<file path="src/xclfr_pkg.sv">
// ----------------------------------------------------------------------------
// xclfr_pkg
// shared types and constants of the header/length/xor frame receiver
// ----------------------------------------------------------------------------
package xclfr_pkg;

    localparam int BYTE_W          = 8;
    localparam int IDX_W           = 9;
    localparam int LEN_W           = 16;
    localparam int CFG_IDX_W       = 2;
    localparam int MAX_PAYLOAD_DEF = 512;

    localparam logic [BYTE_W-1:0] HDR_RESET = 8'hFE;

    localparam logic [CFG_IDX_W-1:0] CFG_FIRST_HDR  = 2'd0;
    localparam logic [CFG_IDX_W-1:0] CFG_SECOND_HDR = 2'd1;

    typedef enum logic [3:0] {
        PH_HUNT0 = 4'b0001,
        PH_HUNT1 = 4'b0010,
        PH_LEN   = 4'b0100,
        PH_DATA  = 4'b1000
    } t_phase;

    typedef struct packed {
        logic                  we;
        logic [CFG_IDX_W-1:0]  idx;
        logic [BYTE_W-1:0]     data;
    } t_cfg_wr;

    typedef struct packed {
        logic              payload_valid;
        logic [BYTE_W-1:0] payload_byte;
        logic [IDX_W-1:0]  payload_index;
        logic              frame_done;
        logic              frame_good;
        logic              frame_overflow;
        logic [LEN_W-1:0]  announced_length;
    } t_result;

endpackage

</file>
<file path="src/xclfr_rx_if.sv">
// ----------------------------------------------------------------------------
// xclfr_rx_if
// valid/ready channel carrying one received byte per request
// ----------------------------------------------------------------------------
interface xclfr_rx_if import xclfr_pkg::*; ();
    logic              valid;
    logic              ready;
    logic [BYTE_W-1:0] rx_byte;

    modport source (output valid, output rx_byte, input ready);
    modport sink   (input valid, input rx_byte, output ready);
endinterface

</file>
<file path="src/xclfr_res_if.sv">
// ----------------------------------------------------------------------------
// xclfr_res_if
// valid/ready channel carrying one receiver result per request
// ----------------------------------------------------------------------------
interface xclfr_res_if import xclfr_pkg::*; ();
    logic              valid;
    logic              ready;
    logic              payload_valid;
    logic [BYTE_W-1:0] payload_byte;
    logic [IDX_W-1:0]  payload_index;
    logic              frame_done;
    logic              frame_good;
    logic              frame_overflow;
    logic [LEN_W-1:0]  announced_length;

    modport source (
        output valid, output payload_valid, output payload_byte, output payload_index,
        output frame_done, output frame_good, output frame_overflow,
        output announced_length, input ready
    );
    modport sink (
        input valid, input payload_valid, input payload_byte, input payload_index,
        input frame_done, input frame_good, input frame_overflow,
        input announced_length, output ready
    );
endinterface

</file>
<file path="src/xclfr_in_reg.sv">
// ----------------------------------------------------------------------------
// xclfr_in_reg
// input register stage holding one received byte
// ----------------------------------------------------------------------------
module xclfr_in_reg import xclfr_pkg::*; (
    input  logic              i_clk,
    input  logic              i_rst_n,
    input  logic              i_valid,
    input  logic [BYTE_W-1:0] i_byte,
    output logic              o_ready,
    input  logic              i_adv,
    output logic              o_valid,
    output logic [BYTE_W-1:0] o_byte
);

    logic              r_valid;
    logic [BYTE_W-1:0] r_byte;

    assign o_ready = !r_valid || i_adv;
    assign o_valid = r_valid;
    assign o_byte  = r_byte;

    always_ff @(posedge i_clk) begin
        if (!i_rst_n) begin
            r_valid <= 1'b0;
        end else if (o_ready) begin
            r_valid <= i_valid;
        end
    end

    always_ff @(posedge i_clk) begin
        if (o_ready && i_valid) begin
            r_byte <= i_byte;
        end
    end

endmodule

</file>
<file path="src/xclfr_core.sv">
// ----------------------------------------------------------------------------
// xclfr_core
// header hunt, length capture and payload xor check, one byte per advance
// ----------------------------------------------------------------------------
module xclfr_core import xclfr_pkg::*; #(
    parameter int MAX_PAYLOAD = MAX_PAYLOAD_DEF
) (
    input  logic              i_clk,
    input  logic              i_rst_n,
    input  t_cfg_wr           i_cfg,
    input  logic              i_adv,
    input  logic [BYTE_W-1:0] i_byte,
    output t_result           o_result
);

    localparam int CNT_W = $clog2(MAX_PAYLOAD);
    localparam logic [CNT_W:0] MAX_CNT = MAX_PAYLOAD[CNT_W:0];

    logic [BYTE_W-1:0] r_hdr0;
    logic [BYTE_W-1:0] r_hdr1;
    t_phase            r_phase, n_phase;
    logic [LEN_W-1:0]  r_len, n_len;
    logic [CNT_W-1:0]  r_cnt, n_cnt;
    logic [BYTE_W-1:0] r_xor, n_xor;

    logic [CNT_W:0]    cnt_next;
    logic [LEN_W-1:0]  cnt_ext;
    logic [BYTE_W-1:0] xor_new;

    assign cnt_next = {1'b0, r_cnt} + {{CNT_W{1'b0}}, 1'b1};
    assign cnt_ext  = LEN_W'(r_cnt);
    assign xor_new  = r_xor ^ i_byte;

    always_comb begin
        n_phase  = r_phase;
        n_len    = r_len;
        n_cnt    = r_cnt;
        n_xor    = r_xor;
        o_result = '0;
        case (r_phase)
            PH_DATA: begin
                o_result.payload_valid    = 1'b1;
                o_result.payload_byte     = i_byte;
                o_result.payload_index    = cnt_ext[IDX_W-1:0];
                o_result.announced_length = r_len;
                n_xor = xor_new;
                if (r_len <= LEN_W'(cnt_next)) begin
                    o_result.frame_done = 1'b1;
                    o_result.frame_good = (xor_new == '0);
                    n_cnt   = '0;
                    n_phase = PH_HUNT0;
                end else if (cnt_next >= MAX_CNT) begin
                    o_result.frame_overflow = 1'b1;
                    n_len   = '0;
                    n_cnt   = '0;
                    n_phase = PH_HUNT0;
                end else begin
                    n_cnt = cnt_next[CNT_W-1:0];
                end
            end
            PH_LEN: begin
                n_len = {r_len[LEN_W-BYTE_W-1:0], i_byte};
                if (r_cnt != '0) begin
                    n_cnt   = '0;
                    n_xor   = '0;
                    n_phase = PH_DATA;
                end else begin
                    n_cnt = CNT_W'(1);
                end
            end
            PH_HUNT1: begin
                if (i_byte == r_hdr1) begin
                    n_len   = '0;
                    n_cnt   = '0;
                    n_phase = PH_LEN;
                end else begin
                    n_phase = PH_HUNT0;
                end
            end
            default: begin
                n_phase = (i_byte == r_hdr0) ? PH_HUNT1 : PH_HUNT0;
            end
        endcase
    end

    always_ff @(posedge i_clk) begin
        if (!i_rst_n) begin
            r_hdr0 <= HDR_RESET;
            r_hdr1 <= HDR_RESET;
        end else if (i_cfg.we) begin
            case (i_cfg.idx)
                CFG_FIRST_HDR:  r_hdr0 <= i_cfg.data;
                CFG_SECOND_HDR: r_hdr1 <= i_cfg.data;
                default: begin
                end
            endcase
        end
    end

    always_ff @(posedge i_clk) begin
        if (!i_rst_n) begin
            r_phase <= PH_HUNT0;
            r_len   <= '0;
            r_cnt   <= '0;
            r_xor   <= '0;
        end else if (i_adv) begin
            r_phase <= n_phase;
            r_len   <= n_len;
            r_cnt   <= n_cnt;
            r_xor   <= n_xor;
        end
    end

endmodule

</file>
<file path="src/xclfr_out_reg.sv">
// ----------------------------------------------------------------------------
// xclfr_out_reg
// result register decoupling the core from the result channel
// ----------------------------------------------------------------------------
module xclfr_out_reg import xclfr_pkg::*; (
    input  logic    i_clk,
    input  logic    i_rst_n,
    input  logic    i_valid,
    input  t_result i_result,
    output logic    o_take,
    input  logic    i_ready,
    output logic    o_valid,
    output t_result o_result
);

    logic    r_valid;
    t_result r_result;

    assign o_take   = !r_valid || i_ready;
    assign o_valid  = r_valid;
    assign o_result = r_result;

    always_ff @(posedge i_clk) begin
        if (!i_rst_n) begin
            r_valid <= 1'b0;
        end else if (o_take) begin
            r_valid <= i_valid;
        end
    end

    always_ff @(posedge i_clk) begin
        if (o_take && i_valid) begin
            r_result <= i_result;
        end
    end

endmodule

</file>
<file path="src/xor_checked_length_frame_receiver.sv">
// ----------------------------------------------------------------------------
// xor_checked_length_frame_receiver
// path: an accepted byte is held in the input register, and its core result is registered in the output register
// throughput: one byte per cycle while the result channel is ready; the core updates its state on each advance
// reset: synchronous, clears both stages, returns to header hunt, headers to 0xFE
// ----------------------------------------------------------------------------
module xor_checked_length_frame_receiver import xclfr_pkg::*; #(
    parameter int MAX_PAYLOAD = MAX_PAYLOAD_DEF
) (
    input  logic                 i_clk,
    input  logic                 i_rst_n,
    input  logic                 i_cfg_we,
    input  logic [CFG_IDX_W-1:0] i_cfg_idx,
    input  logic [BYTE_W-1:0]    i_cfg_data,
    xclfr_rx_if.sink             i_rx,
    xclfr_res_if.source          o_res
);

    t_cfg_wr           cfg;
    logic              stg_valid;
    logic [BYTE_W-1:0] stg_byte;
    logic              take;
    logic              adv;
    t_result           core_res;
    t_result           out_res;

    assign cfg.we   = i_cfg_we;
    assign cfg.idx  = i_cfg_idx;
    assign cfg.data = i_cfg_data;
    assign adv      = stg_valid && take;

    xclfr_in_reg u_in_reg (
        .i_clk   (i_clk),
        .i_rst_n (i_rst_n),
        .i_valid (i_rx.valid),
        .i_byte  (i_rx.rx_byte),
        .o_ready (i_rx.ready),
        .i_adv   (adv),
        .o_valid (stg_valid),
        .o_byte  (stg_byte)
    );

    xclfr_core #(
        .MAX_PAYLOAD (MAX_PAYLOAD)
    ) u_core (
        .i_clk    (i_clk),
        .i_rst_n  (i_rst_n),
        .i_cfg    (cfg),
        .i_adv    (adv),
        .i_byte   (stg_byte),
        .o_result (core_res)
    );

    xclfr_out_reg u_out_reg (
        .i_clk    (i_clk),
        .i_rst_n  (i_rst_n),
        .i_valid  (stg_valid),
        .i_result (core_res),
        .o_take   (take),
        .i_ready  (o_res.ready),
        .o_valid  (o_res.valid),
        .o_result (out_res)
    );

    assign o_res.payload_valid    = out_res.payload_valid;
    assign o_res.payload_byte     = out_res.payload_byte;
    assign o_res.payload_index    = out_res.payload_index;
    assign o_res.frame_done       = out_res.frame_done;
    assign o_res.frame_good       = out_res.frame_good;
    assign o_res.frame_overflow   = out_res.frame_overflow;
    assign o_res.announced_length = out_res.announced_length;

endmodule
</file>
<file path="src/flat_wrapper.sv">
// flat-port wrapper written by rule: the top's interface ports become plain ports
module xor_checked_length_frame_receiver_flat import xclfr_pkg::*;
#(
    parameter int MAX_PAYLOAD = MAX_PAYLOAD_DEF
)
  (i_clk, i_rst_n, i_cfg_we, i_cfg_idx, i_cfg_data, i_rx_valid, i_rx_rx_byte, i_rx_ready, o_res_valid, o_res_payload_valid, o_res_payload_byte, o_res_payload_index, o_res_frame_done, o_res_frame_good, o_res_frame_overflow, o_res_announced_length, o_res_ready);
  xclfr_rx_if i_rx_i ();
  xclfr_res_if o_res_i ();
  input  logic i_clk;
  input  logic i_rst_n;
  input  logic i_cfg_we;
  input  logic [CFG_IDX_W-1:0] i_cfg_idx;
  input  logic [BYTE_W-1:0] i_cfg_data;
  input wire logic [$bits(i_rx_i.valid)-1:0] i_rx_valid;
  input wire logic [$bits(i_rx_i.rx_byte)-1:0] i_rx_rx_byte;
  output wire logic [$bits(i_rx_i.ready)-1:0] i_rx_ready;
  output wire logic [$bits(o_res_i.valid)-1:0] o_res_valid;
  output wire logic [$bits(o_res_i.payload_valid)-1:0] o_res_payload_valid;
  output wire logic [$bits(o_res_i.payload_byte)-1:0] o_res_payload_byte;
  output wire logic [$bits(o_res_i.payload_index)-1:0] o_res_payload_index;
  output wire logic [$bits(o_res_i.frame_done)-1:0] o_res_frame_done;
  output wire logic [$bits(o_res_i.frame_good)-1:0] o_res_frame_good;
  output wire logic [$bits(o_res_i.frame_overflow)-1:0] o_res_frame_overflow;
  output wire logic [$bits(o_res_i.announced_length)-1:0] o_res_announced_length;
  input wire logic [$bits(o_res_i.ready)-1:0] o_res_ready;
  assign i_rx_i.valid = i_rx_valid;
  assign i_rx_i.rx_byte = i_rx_rx_byte;
  assign i_rx_ready = i_rx_i.ready;
  assign o_res_valid = o_res_i.valid;
  assign o_res_payload_valid = o_res_i.payload_valid;
  assign o_res_payload_byte = o_res_i.payload_byte;
  assign o_res_payload_index = o_res_i.payload_index;
  assign o_res_frame_done = o_res_i.frame_done;
  assign o_res_frame_good = o_res_i.frame_good;
  assign o_res_frame_overflow = o_res_i.frame_overflow;
  assign o_res_announced_length = o_res_i.announced_length;
  assign o_res_i.ready = o_res_ready;
  xor_checked_length_frame_receiver #(.MAX_PAYLOAD(MAX_PAYLOAD)) u_core (.i_clk(i_clk), .i_rst_n(i_rst_n), .i_cfg_we(i_cfg_we), .i_cfg_idx(i_cfg_idx), .i_cfg_data(i_cfg_data), .i_rx(i_rx_i), .o_res(o_res_i));
endmodule
</file>
<file path="config.mk">
export PLATFORM = sky130hd
export DESIGN_NAME = xor_checked_length_frame_receiver_flat
export DESIGN_NICKNAME = d
export VERILOG_FILES = /design/src/xclfr_pkg.sv /design/src/xclfr_rx_if.sv /design/src/xclfr_res_if.sv /design/src/xclfr_in_reg.sv /design/src/xclfr_core.sv /design/src/xclfr_out_reg.sv /design/src/xor_checked_length_frame_receiver.sv /design/src/flat_wrapper.sv
export SDC_FILE = /design/constraint.sdc
export NUM_CORES = 1
export LEC_CHECK = 0
export ABC_AREA = 0
export BUFFER_PORTS_ARGS = -buffer_cell sky130_fd_sc_hd__buf_4
export CAP_MARGIN = 20
export CORE_MARGIN = 4
export CORE_UTILIZATION = 42
export CTS_CLUSTER_DIAMETER = 120
export DETAILED_ROUTE_END_ITERATION = 7
export PLACE_DENSITY = 0.59
export SYNTH_ARGS = -nofsm -noshare
export SYNTH_HDL_FRONTEND = slang
export SYNTH_SLANG_ARGS = --single-unit
</file>
<file path="constraint.sdc">
create_clock -name i_clk -period 3.24 [get_ports i_clk]
set_input_delay 0.162 -clock i_clk [delete_from_list [all_inputs] [get_ports i_clk]]
set_output_delay 0.162 -clock i_clk [all_outputs]
set_load 0.01 [all_outputs]
</file>
======== After elaboration in Yosys (flattened, before gate mapping) ========
Cells that the tools add are included.
storage, ports and cells
  output and inout port bits .............. 39
  register bits ........................... 100
  logic and storage cells ................. 72
cells by class
  mux-type cells .......................... 21
  $add $sub $neg .......................... 1
  bitwise gates (word level) .............. 2
  $lt $le $gt $ge ......................... 2
  reductions and logical operators ........ 19
  eq/ne operators ......................... 11
operator list
  kind                                                        count
  2-to-1 mux 16 bit                                           3
  case mux 16 bit (3 select lines)                            1
  2-to-1 mux 37 bit                                           1
  2-to-1 mux 9 bit                                            3
  case mux 9 bit (3 select lines)                             1
  == test 8 bit                                               2
  <= comparator 16 x 10 -> 1 bit                              1
  case mux 8 bit (2 select lines)                             1
  2-to-1 mux 4 bit                                            3
  case mux 4 bit (3 select lines)                             1
  adder 9 x 1 -> 10 bit (second input constant)               1
  greater-or-equal comparator 10 bit (second input constant)  1
  AND reduction 3 bit                                         3
  nonzero test 9 bit                                          1
  zero test 8 bit                                             1
  2-to-1 mux 8 bit                                            1
  != test 2 bit (second input constant)                       4
  XOR 8 bit                                                   1
  AND reduction 2 bit                                         3
  AND reduction 5 bit                                         1
  == test 4 x 2 -> 1 bit (second input constant)              1
  == test 4 x 3 -> 1 bit (second input constant)              1
  == test 4 bit (second input constant)                       1
  2-to-1 mux 2 bit                                            2
  other kinds (12)                                            17

======== Depth between registers and ports, before layout ========
Gate-level depths: netlist of the first run.
  depth after elaboration ................. 5
  mapped depth ............................ 13
  gate-level depth less buffers ........... 11

======== Hierarchy ========
From an unflattened synthesis of the first run, not the netlist that was laid out.
second synthesis, totals
  cell total of the unflattened synthesis .. 452
  area total of the unflattened synthesis .. 4749.6 um^2
modules (own cells, without submodules)
  module                             cells an instance  area each (um^2)  seq. area each (um^2)  instances
  xclfr_core                         396                3276.9            1061.0                 1
  xclfr_out_reg                      42                 1168.6            1131.1                 1
  xclfr_in_reg                       13                 297.8             260.2                  1
  xor_checked_length_frame_receiver  1                  6.3               0.0                    1

======== Least setup slack after synthesis of the first run ========
OpenSTA, ideal clock, no wires.
  path kind ............................... register -> register
  start point ............................. register u_core.u_core.r_cnt[6]
  end point ............................... register u_core.u_out_reg.r_result (netlist bit u_core.u_out_reg.o_result[16]) (data pin)
  required time ........................... 2985 ps
  arrival ................................. 2632 ps
  buffers on the path ..................... 2
  setup slack ............................. 353 ps
  stages on the path, launching flop included .. 13
  setup time .............................. 255 ps
  period minus slack after synthesis ...... 2887 ps
  cells stage by stage .................... dfxtp_1 -> clkbuf_1 -> and3_1 -> and3_1 -> inv_1 -> ha_1 -> nand4_1 -> nor3_1 -> nand4_1 -> a32oi_2 -> buf_4 -> nand2_1 -> and3_1
between the ends
  cells in the longest elaborated chain, start to end .. 3
ends and longest elaborated chain
  element                                                                               line                                source
  start: declaration                                                                    xclfr_core.sv:23                    logic [CNT_W-1:0] r_cnt, n_cnt;
  start signal: assignment                                                              xclfr_core.sv:109                   r_cnt <= n_cnt;
  adder 9 x 1 -> 10 bit *                                                               xclfr_core.sv:30                    assign cnt_next = {1'b0, r_cnt} + {{CNT_W{1'b0}}, 1'b1};
  <= comparator 16 x 10 -> 1 bit or greater-or-equal comparator 10 bit (tied branches)  xclfr_core.sv:47, xclfr_core.sv:52
  OR reduction 2 bit (no line) or 2-to-1 mux 1 bit (tied branches)                      -
  end signal: assignment                                                                xclfr_out_reg.sv:33                 r_result <= i_result;
  end: declaration                                                                      xclfr_out_reg.sv:17                 t_result r_result;
Every way passes the cells marked *; elsewhere a longest branch is shown, timed or not.
A chain may end at the register's enable or synchronous reset.

======== Final worst setup path of the first run ========
  start point ............................. register u_core.u_core.r_cnt[1]
  end point ............................... register u_core.u_core.r_cnt[6]
between the ends
  cells in the longest elaborated chain, start to end .. 5
ends and longest elaborated chain
  element                             line              source
  adder 9 x 1 -> 10 bit *             xclfr_core.sv:30
  greater-or-equal comparator 10 bit  xclfr_core.sv:52  end else if (cnt_next >= MAX_CNT) begin
  2-to-1 mux 9 bit                    xclfr_core.sv:52
  2-to-1 mux 9 bit *                  xclfr_core.sv:47  if (r_len <= LEN_W'(cnt_next)) begin
  case mux 9 bit (3 select lines) *   xclfr_core.sv:40  case (r_phase)
Marked as above.

==> reports/metrics.csv, run 1 <==
metric;value;unit
max-slew violations;0;
Post-Synth Adder-Cell Area;2.895;%
Synth top area share;28.43;%
Synth Warn #;0;
TritonCTS clock tree;done;
Via Count;3557;
cells after synthesis;474;
Multi-input gate area;0.002132;mm²
Nets;572;
Synth-to-Final Area Change;21.24;%
min-delay worst type;input port to flip-flop;
status;complete, no violations;
simple-gate area share of the yosys netlist;22.74;%
top cells by area, synth;edfxtp_1, dfxtp_1, nand2_1;
grt ovf;0;
DRC Markers;0;
Tcrit/Tclk final;91.70;%
Yosys top cell by area;edfxtp_1;
Setup WS pre-CTS;163.3;ps
Final WS setup;268.8;ps
final wirelength;10.66;mm
Post-Syn Area;0.004753;mm²
drt wl/cell;15.60;µm
Final Critical Period;2971;ps
XOR/XNOR share of the synthesized area;5.896;%
ys async rst share;0;%
VDD IR max;248.8;µV
ANT nets after route;0;
Diodes inserted;0;
Yosys cell types;56;
Avg Cell Area, Syn;10.03;µm²
Rel. slew slack;40.16;%
Critical Path RT;3470;ps
actual slew at the worst max-slew pin;895.7;ps
layout cell share with drive strength beyond 1;19.15;%
H-tree levels;3;
Via-to-Cell Ratio;5.208;
flop and latch count out of synthesis;100;
DIE HEIGHT;114.4;µm
total negative setup slack;0;ps
clock buffer count from CTS;9;
FP Rows;38;
Post-synth top cells;nand2_1, dfxtp_1, edfxtp_1;
compound-gate portion of the synthesized area;9.608;%
Post-DP Area;0.005379;mm²
Worst Clk Skew;10.83;ps
worst-skew pair later-pin latency;350;ps
Iteration-0 DRC Markers;156;
Setup crit end kind;flip-flop;
# fillers;980;
post-synthesis mux area share;3.606;%
Hold Vio Cnt, Final;0;
Storage cell area;0.002452;mm²
syn nets;508;
core area;0.01094;mm²
Post-synth EDFFs;45;
first-pass GRT wire length;17.57;mm
Pwr per Cell Area;458.5;mW/mm²
Seq/Total Area, Yosys;51.59;%
RSZ-0062 raised after global routing;no;
Pwr Total;2.642;mW
vias in the first global route;3546;
Lkg Pwr;2.166;nW
CP Launch Type;flip-flop;
effective utilization at floorplan;43.47;%
# clock sinks;100;
largest family of logic cells by synthesized area;simple AND/OR/NAND/NOR gates;
PortBufs;61;
GP Congestion;0.9210;
IO Pins;62;
GRT Resource Usage Total;17.22;%
CTS Root Cell;clkbuf_16;
Die X;114.4;µm
initial antenna violation count;0;
Max FO, Critical Path;7;
CP Class;flip-flop to flip-flop;
die footprint;0.01308;mm²
Reg clk slew, reported paths;70;ps
largest net degree at the start of global routing;50;
post-layout util;52.70;%
count leader, synth;nand2_1;
Top FF cell, synth;dfxtp_1;
Finished Cell Area;0.005763;mm²
DR pass1 iterations;4;
Max Cap Viol;0;
Setup violations, final;0;
Max Clk Rate;0.3366;GHz
detailed placement HPWL;7.479;mm
Clock Path Buffers;2;
WP data arrival;3200;ps
[power breakdown]
| group | internal, mW | switching [mW] |
|---|---|---|
| clock network | 0.609 | 0.482 |
| logic | 0.0797 | 0.0857 |
| registers | 1.35 | 0.0338 |
| total | 2.04 | 0.601 |
[critical path: stages (launching register included)]
cell and delay, ps:
dfxtp_1 400, ha_1 280, nand2_1 140, nor2_1 150, xnor2_1 110, ha_1 310
nand4_1 90, nor3_2 250, nand4_1 160, a32oi_2 280, buf_4 200, buf_4 150
a21oi_1 70, a221o_1 260
[logic make-up after synthesis]
family,after synthesis
XOR/XNOR,32
multiplexers,17
AND/OR/NAND/NOR,206
adder cells (fa/ha/maj),11
buffers and inverters,42
AO/OA/AOI/OAI,66
flip-flops,100
[through the flow]
stage | std cells | hold WS, ps
3_5_place_dp | 659 | 341.7
6_report | 683 | 29.91
2_1_floorplan | 474 | 260.9
3_3_place_gp | 659 | 340.8
4_1_cts | 683 | 22.13
5_1_grt | 683 | 30.73
[sequential cells by signal, summed over array words and instances, names as in the netlist]
register	flops
u_core.u_core.r_hdr0	8
u_core.u_core.r_cnt	9
u_core.u_core.r_len	16
u_core.u_core.r_phase	4
u_core.u_core.r_hdr1	8
u_core.u_out_reg.o_result	37
u_core.u_in_reg.o_valid	1
u_core.u_core.r_xor	8
u_core.u_out_reg.o_valid	1
u_core.u_in_reg.o_byte	8
[repair_timing]
item | CTS | global route
buffers inserted | 0 | 0
endpoints found under the setup margin | 0 | 10
hold buffers | 8 | 0
resized for setup | 0 | 1
hold endpoints to repair | 8 | 0
[metal layers]
| metal | vias up | track usage [%] | part of all wire (%) |
|---|---|---|---|
| met5 | - | 0 | 0 |
| met4 | 0 | 5.859 | 1.5 |
| met3 | 12 | 3.118 | 4.1 |
| met2 | 71 | 30.15 | 50 |
| met1 | 1680 | 21.29 | 44 |
| li1 | 1794 | - | - |
[final timing paths]
path	startpoint	to	slack, ps	cells past startpoint
setup / recovery	u_core.u_core.r_cnt[1]$_SDFFE_PN0P_	u_core.u_core.r_cnt[6]$_SDFFE_PN0P_	270	13
hold / removal	i_cfg_data[1]	u_core.u_core.r_hdr1[1]$_SDFFE_PN1P_	30	3
setup reg to reg	u_core.u_core.r_cnt[1]$_SDFFE_PN0P_	u_core.u_core.r_cnt[6]$_SDFFE_PN0P_	270	13
hold reg to reg	u_core.u_core.r_hdr0[0]$_SDFFE_PN0P_	u_core.u_core.r_hdr0[0]$_SDFFE_PN0P_	470	2
[area by class of cell]
class	instances	area share (%)
multi-input combinational	332	37.00
timing repair buffer	84	11.51
sequential	100	42.55
inverter	11	0.7165
clock inverter	6	1.216
clock buffer	10	3.973
tap	140	3.040
[layout by cell type (no fill, tap or decap), types with 5 or more instances in the layout]
cell type / synthesis / routed
buf_4: 1 / 75
xor2_1: 11 / 11
edfxtp_1: 45 / 45
nand3_1: 35 / 35
nand3b_1: 10 / 10
a21o_1: 5 / 5
a211oi_1: 6 / 6
xnor2_1: 21 / 21
nand2_1: 59 / 59
ha_1: 11 / 11
mux2i_1: 16 / 16
nand4_1: 8 / 8
inv_1: 11 / 11
a21oi_1: 21 / 21
dfxtp_1: 55 / 55
clkbuf_16: 0 / 9
nor2_1: 28 / 28
dlygate4sd3_1: 0 / 8
o21ai_0: 13 / 13
and2_1: 33 / 33
nor2b_1: 6 / 6
Note: power is estimated with default switching activity, not from simulation.
==> run 2: changes to the inputs <==
--- a/config.mk
+++ b/config.mk
@@ -10,3 +10,3 @@
 export CAP_MARGIN = 20
-export CORE_MARGIN = 4
+export CORE_MARGIN = 5
 export CORE_UTILIZATION = 42
@@ -17,2 +17,3 @@
 export SYNTH_HDL_FRONTEND = slang
+export SYNTH_HIERARCHICAL = 1
 export SYNTH_SLANG_ARGS = --single-unit
==> constraint.sdc (replaced) <==
create_clock -name i_clk -period 3.24 [get_ports i_clk]
set_input_delay 0.324 -clock i_clk [delete_from_list [all_inputs] [get_ports i_clk]]
set_output_delay 0.324 -clock i_clk [all_outputs]
set_load 0.01 [all_outputs]
==> reports/metrics.csv, run 2 <==
metric;value;unit;change
Via-to-Cell Ratio;5.391;;was 5.208
highest-delay cell along the critical path;dfxtp_1;;unchanged
R2R Setup Slk;160;ps;was 270 ps
Seq/Total Area, Yosys;51.63;%;was 51.59%
die footprint;0.01354;mm²;was 0.01308 mm²
cells after synthesis;452;;was 474
min-delay worst type;input port to flip-flop;;unchanged
worst hold endpoint;u_core/u_in_reg/o_byte[1]$_DFFE_PP_;;was u_core.u_core.r_hdr1[1]$_SDFFE_PN1P_
Setup violations, final;0;;unchanged
syn nets;487;;was 508
met2 wire length;5.257;mm;was 5.326 mm
Top FF cell, synth;dfxtp_1;;unchanged
Post-DP Area;0.005294;mm²;was 0.005379 mm²
Synth-to-Final Area Change;18.28;%;was 21.24%
Max Cap Viol;0;;unchanged
Via Count;3504;;was 3557
clock buffer count from CTS;9;;unchanged
IO Pins;62;;unchanged
actual slew at the worst max-slew pin;934.8;ps;was 895.7 ps
Die X;116.3;µm;was 114.4 µm
core area;0.01098;mm²;was 0.01094 mm²
Synth top area share;28.45;%;was 28.43%
max incr delay on CP;350;ps;was 400 ps
ANT nets after route;0;;unchanged
first-pass GRT wire length;17.14;mm;was 17.57 mm
final wirelength;10.73;mm;was 10.66 mm
# fillers;974;;was 980
Tcrit/Tclk final;94.98;%;was 91.70%
GP Congestion;0.8292;;was 0.9210
vias in the first global route;3401;;was 3546
commonest non-fill, non-tap cell in the layout;buf_4;;unchanged
beginning of the worst hold path;i_rx_rx_byte[1];;was i_cfg_data[1]
Worst Clk Skew;7.417;ps;was 10.83 ps
Setup WS pre-CTS;-65.34;ps;was 163.3 ps
ys async rst share;0;%;unchanged
Avg Cell Area, Syn;10.51;µm²;was 10.03 µm²
grt ovf;0;;unchanged
Post-Syn Area;0.004750;mm²;was 0.004753 mm²
Reg clk slew, reported paths;70;ps;about the same
worst hold margin;157.9;ps;was 29.91 ps
DRC Markers;0;;unchanged
met1 WL;4.810;mm;was 4.733 mm
Nets;540;;was 572
Largest register FFs;37;;unchanged
Reg2Reg Depth;13;;unchanged
PortBufs;61;;unchanged
total negative setup slack;0;ps;unchanged
cts hold-fix bufs;0;;was 8
CTS Root Cell;clkbuf_16;;unchanged
Final WS setup;162.8;ps;was 268.8 ps
Diodes inserted;0;;unchanged
top sig layer;met4;;unchanged
Yosys top cell by area;edfxtp_1;;unchanged
Critical Path RT;3450;ps;was 3470 ps
Hold Vio Cnt, Final;0;;unchanged
top cells by area, synth;edfxtp_1, dfxtp_1, xor2_1;;was edfxtp_1, dfxtp_1, nand2_1
Iteration-0 DRC Markers;244;;was 156
Finished Cell Area;0.005618;mm²;was 0.005763 mm²
VDD IR max;221.1;µV;was 248.8 µV
max-slew violations;0;;unchanged
CP dominant cell by count;and3_1;;
Max Clk Rate;0.3250;GHz;was 0.3366 GHz
detailed placement HPWL;7.260;mm;was 7.479 mm
worst-skew pair later-pin latency;340;ps;was 350 ps
status;complete, no violations;;unchanged
WP data arrival;3290;ps;was 3200 ps
Setup crit end kind;flip-flop;;unchanged
Hold Crit Depth;1;;was 3
drt wl/cell;16.50;µm;was 15.60 µm
effective utilization at floorplan;43.24;%;was 43.47%
post-layout util;51.15;%;was 52.70%
DR pass1 iterations;4;;unchanged
Lkg Pwr;2.127;nW;was 2.166 nW
CP Launch Type;flip-flop;;unchanged
CP Class;flip-flop to flip-flop;;unchanged
met3 wire len;555;µm;was 438 µm
count leader, synth;dfxtp_1;;was nand2_1
RSZ-0062 raised after global routing;yes;;was no
H-tree levels;3;;unchanged
largest net degree at the start of global routing;72;;was 50
Clock Path Buffers;2;;unchanged
layout cell share with drive strength beyond 1;21.76;%;was 19.15%
Max FO, Critical Path;5;;was 7
Post-synth EDFFs;45;;unchanged
Cell Chain, Critical Path;ha_1 > and3_1 > and3_1 > nand2b_1 > and2_1 > ha_1 > a211oi_1 > o211ai_1 > o221a_2 > o2bb2ai_2 > buf_4 > and2_1 > and3_1;;was ha_1 > nand2_1 > nor2_1 > xnor2_1 > ha_1 > nand4_1 > nor3_2 > nand4_1 > a32oi_2 > buf_4 > buf_4 > a21oi_1 > a221o_1
Rel. slew slack;37.54;%;was 40.16%
most frequent cells in the layout;buf_4, dfxtp_1, edfxtp_1;;was buf_4, nand2_1, dfxtp_1
TritonCTS clock tree;done;;unchanged
r2r startpoint;u_core/u_core/r_cnt[0]$_SDFFE_PN0P_;;was u_core.u_core.r_cnt[1]$_SDFFE_PN0P_
Synth Warn #;6;;was 0
Yosys cell types;57;;was 56
FP Rows;38;;unchanged
RR Endpoint;u_core/u_out_reg/o_result[17]$_DFFE_PP_;;was u_core.u_core.r_cnt[6]$_SDFFE_PN0P_
Pwr per Cell Area;475.1;mW/mm²;was 458.5 mW/mm²
Post-synth top cells;dfxtp_1, edfxtp_1, nand2_1;;was nand2_1, dfxtp_1, edfxtp_1
Final Critical Period;3077;ps;was 2971 ps
DIE HEIGHT;116.3;µm;was 114.4 µm
initial antenna violation count;0;;unchanged
Post-CTS Setup Bufs;0;;unchanged
flop and latch count out of synthesis;100;;unchanged
GRT Resource Usage Total;16.12;%;was 17.22%
# clock sinks;100;;unchanged
==> run 2: cell types whose count changed after synthesis, sizes merged, moves of 12 or more <==
cell / delta
a21boi: +13
mux2i: -15
a32oi: +15
xor2: +16
o21ai: +18
nand2: -18
a21oi: -19
xnor2: -18
nor2: -12
==> run 2: repair_timing <==
action / 4_1_cts / 5_1_grt
cloned: 0 / 1
resized for setup: 1 / 5
pin swaps: 0 / 0
endpoints found under the setup margin: 10 / 19
==> run 2: per-stage QoR <==
stage,std cells,total power [mW]
3_3_place_gp,633,1.616
3_5_place_dp,633,1.619
4_1_cts,649,2.691
6_report,650,2.669
5_1_grt,650,2.768
2_1_floorplan,452,1.525
==> run 2: worst max-delay path by stage <==
stage / startpoint / endpoint / slack, ps / cells past startpoint
6_report: u_core/u_core/r_cnt[0]$_SDFFE_PN0P_ / u_core/u_out_reg/o_result[17]$_DFFE_PP_ / 160 / 13
5_1_grt: u_core/u_core/r_cnt[0]$_SDFFE_PN0P_ / u_core/u_core/r_len[0]$_SDFFE_PN0P_ / -70 / 12
4_1_cts: u_core/u_core/r_cnt[0]$_SDFFE_PN0P_ / u_core/u_core/r_phase[1]$_SDFFE_PN0P_ / 6 / 13
3_5_place_dp: u_core/u_core/r_cnt[0]$_SDFFE_PN0P_ / u_core/u_core/r_len[0]$_SDFFE_PN0P_ / -70 / 12
3_3_place_gp: u_core/u_core/r_cnt[0]$_SDFFE_PN0P_ / u_core/u_core/r_len[0]$_SDFFE_PN0P_ / 50 / 12
2_1_floorplan: u_core/u_core/r_cnt[0]$_SDFFE_PN0P_ / u_core/u_core/r_phase[3]$_SDFFE_PN0P_ / 410 / 13
==> run 2: logic make-up (layout without fill, tap and decap cells) <==
family,count (synthesis),after routing,share of synthesized area (%)
buffers and inverters,42,100,4.610
flip-flops,100,100,51.63
multiplexers,1,1,0.2108
XOR/XNOR,30,30,5.848
AO/OA/AOI/OAI,87,87,12.93
AND/OR/NAND/NOR,180,180,21.60
adder cells (fa/ha/maj),12,12,3.161
==> run 2: routing by layer <==
layer / vias to the layer above / GRT usage, %
li1: 1732 / -
met1: 1664 / 21.28
met2: 100 / 27.50
met3: 8 / 3.109
met4: 0 / 3.635
met5: - / 0
==> run 2: where the power goes <==
part           switching, mW  leakage, nW  internal [mW]
clock                  0.476        0.144          0.606
combinational          0.109         1.12         0.0909
sequential            0.0253        0.865           1.36
total                  0.610         2.13           2.06
==> run 2: final cells by class <==
class | instances | area (µm²) | area share (%)
Tap cell | 140 | 175.2 | 3.118
Multi-Input combinational cell | 310 | 2110 | 37.55
Clock inverter | 5 | 61.31 | 1.091
Clock buffer | 11 | 232.7 | 4.143
Sequential cell | 100 | 2452 | 43.65
Inverter | 11 | 41.29 | 0.7350
Timing Repair Buffer | 73 | 545.5 | 9.710
==> run 2: critical path: cells and delay by family (launching register included) <==
family                   cells  cell delay, ps
buffers and inverters        1             210
flip-flops                   1             350
adder cells (fa/ha/maj)      2             430
AND/OR/NAND/NOR              6            1040
AO/OA/AOI/OAI                4             920
==> run 3: changes to the inputs <==
- RECOVER_POWER: unset -> 50
==> reports/metrics.csv, run 3 (synthesis results as in run 2) <==
metric;value;unit;change
initial antenna violation count;0;;unchanged
crit-path leading delay family;simple AND/OR/NAND/NOR gates;;unchanged
Max Cap Viol;1;;was 0
# clock sinks;100;;unchanged
Synth-to-Final Area Change;14.91;%;was 18.28%
placed insts;633;;unchanged
Reg2Reg Depth;13;;unchanged
Clock Path Buffers;2;;unchanged
GP Congestion;0.8292;;unchanged
most frequent cells in the layout;dfxtp_1, edfxtp_1, nand2_1;;was buf_4, dfxtp_1, edfxtp_1
first-pass GRT wire length;17.14;mm;unchanged
Final Critical Period;3076;ps;was 3077 ps
CP Class;flip-flop to flip-flop;;unchanged
WP data arrival;3280;ps;was 3290 ps
H-tree levels;3;;unchanged
Max FO, Critical Path;5;;unchanged
max-slew violations;38;;was 0
Critical Path RT;3450;ps;about the same
final std cells w/o fill;650;;unchanged
CTS Root Cell;clkbuf_16;;unchanged
effective utilization at floorplan;43.24;%;unchanged
Setup violations, final;0;;unchanged
layout cell share with drive strength beyond 1;13.53;%;was 21.76%
Setup crit end kind;flip-flop;;unchanged
detailed placement HPWL;7.260;mm;unchanged
Reg clk slew, reported paths;70;ps;about the same
clock buffer count from CTS;9;;unchanged
CP Launch Type;flip-flop;;unchanged
Via Count;3544;;was 3504
r2r startpoint;u_core/u_core/r_cnt[0]$_SDFFE_PN0P_;;unchanged
R2R Setup Slk;160;ps;about the same
Nets;540;;unchanged
TritonCTS clock tree;done;;unchanged
DRC Markers;0;;unchanged
Largest register FFs;37;;unchanged
Pwr per Cell Area;485.4;mW/mm²;was 475.1 mW/mm²
Cell Chain, Critical Path;ha_1 > and3_1 > and3_1 > nand2b_1 > and2_1 > ha_1 > a211oi_1 > o211ai_1 > o221a_2 > o2bb2ai_2 > buf_4 > and2_1 > and3_1;;unchanged
highest-delay cell along the critical path;dfxtp_1;;unchanged
ANT nets after route;0;;unchanged
drt wl/cell;16.50;µm;about the same
Rel. slew slack;-56.42;%;was 37.54%
IO Pins;62;;unchanged
min-delay worst type;input port to flip-flop;;unchanged
PortBufs;61;;unchanged
Hold Vio Cnt, Final;0;;unchanged
largest net degree at the start of global routing;72;;unchanged
RR Endpoint;u_core/u_out_reg/o_result[17]$_DFFE_PP_;;unchanged
post-layout util;49.69;%;was 51.15%
die footprint;0.01354;mm²;unchanged
worst-skew pair later-pin latency;340;ps;about the same
status;complete, but fails checks;;was complete, no violations
DR pass1 iterations;4;;unchanged
Die X;116.3;µm;unchanged
final wirelength;10.73;mm;about the same
GRT Resource Usage Total;16.12;%;unchanged
actual slew at the worst max-slew pin;2345;ps;was 934.8 ps
cts hold-fix bufs;0;;unchanged
RSZ-0062 raised after global routing;yes;;unchanged
DIE HEIGHT;116.3;µm;unchanged
VDD IR max;220.7;µV;was 221.1 µV
max incr delay on CP;350;ps;about the same
Via-to-Cell Ratio;5.452;;was 5.391
Lkg Pwr;1.984;nW;was 2.127 nW
Tcrit/Tclk final;94.93;%;was 94.98%
Max Clk Rate;0.3251;GHz;was 0.3250 GHz
Worst Clk Skew;7.188;ps;was 7.417 ps
commonest non-fill, non-tap cell in the layout;dfxtp_1;;was buf_4
Iteration-0 DRC Markers;253;;was 244
CP dominant cell by count;and3_1;;unchanged
failing checks;capacitance limit, slew limit;;
vias in the first global route;3401;;unchanged
CP Buf/Inv Count;1;;unchanged
Post-CTS Setup Bufs;0;;unchanged
FP Rows;38;;unchanged
Hold Crit Depth;1;;unchanged
beginning of the worst hold path;i_rx_rx_byte[1];;unchanged
core area;0.01098;mm²;unchanged
worst hold endpoint;u_core/u_in_reg/o_byte[1]$_DFFE_PP_;;unchanged
grt ovf;0;;unchanged
Diodes inserted;0;;unchanged
-- run 3: cell count changes in the layout (fill, tap and decap cells not counted), sizes merged --
cell    delta
buf       -47
clkbuf    +47
-- run 3: cell type report --
cell class	instances	area [µm²]
fill	1028	5525
timing repair buffer	73	400.4
inverter	11	41.29
tap	140	175.2
clock inverter	5	61.31
clock buffer	11	232.7
multi-input combinational	310	2095
sequential	100	2452
-- run 3: worst register-to-register path, delay by kind of cell, from the launching register on --
family	cells	cell delay, ps
simple gates	6	1040
compound gates	4	920
fa+ha+maj	2	430
flops	1	350
buf+inv	1	210
-- run 3: layer usage --
metal	part of all wire [%]	global-route usage [%]	vias to the layer above
met5	0	0	-
met4	1.1	3.635	0
met3	4.1	3.109	11
met2	49	27.50	81
met1	46	21.28	1716
li1	-	-	1736
-- run 3: worst max path at each step --
stage | from | slack [ps] | cells after the start | to
after detailed placement | u_core/u_core/r_cnt[0]$_SDFFE_PN0P_ | -70 | 12 | u_core/u_core/r_len[0]$_SDFFE_PN0P_
final | u_core/u_core/r_cnt[0]$_SDFFE_PN0P_ | 160 | 13 | u_core/u_out_reg/o_result[17]$_DFFE_PP_
after floorplan | u_core/u_core/r_cnt[0]$_SDFFE_PN0P_ | 410 | 13 | u_core/u_core/r_phase[3]$_SDFFE_PN0P_
after CTS | u_core/u_core/r_cnt[0]$_SDFFE_PN0P_ | 6 | 13 | u_core/u_core/r_phase[1]$_SDFFE_PN0P_
after global routing | u_core/u_core/r_cnt[0]$_SDFFE_PN0P_ | -70 | 12 | u_core/u_core/r_len[0]$_SDFFE_PN0P_
after global placement | u_core/u_core/r_cnt[0]$_SDFFE_PN0P_ | 50 | 12 | u_core/u_core/r_len[0]$_SDFFE_PN0P_
-- run 3: timing repair --
item                       in CTS  in global routing
setup endpoints to repair      10                 19
resized for setup               1                  5
cloned                          0                  1
-- run 3: through the flow --
step / total power, mW / area [µm²] / hold slack, ps / setup slack [ps] / TNS, ps
after global routing: 2.746 / 5458 / 167.7 / -71.36 / -368.3
after floorplan: 1.525 / 4750 / 422.9 / 411.9 / 0
after global placement: 1.616 / 5294 / 469.3 / 51.88 / 0
after CTS: 2.691 / 5590 / 151.1 / 6.397 / 0
after detailed placement: 1.619 / 5294 / 475.7 / -65.34 / -384.1
final: 2.649 / 5458 / 179.4 / 164.1 / 0
-- run 3: power breakdown --
group          total, mW  internal, mW  switching (mW)
registers           1.39          1.36          0.0246
logic              0.176        0.0678           0.108
clock network       1.08         0.606           0.478
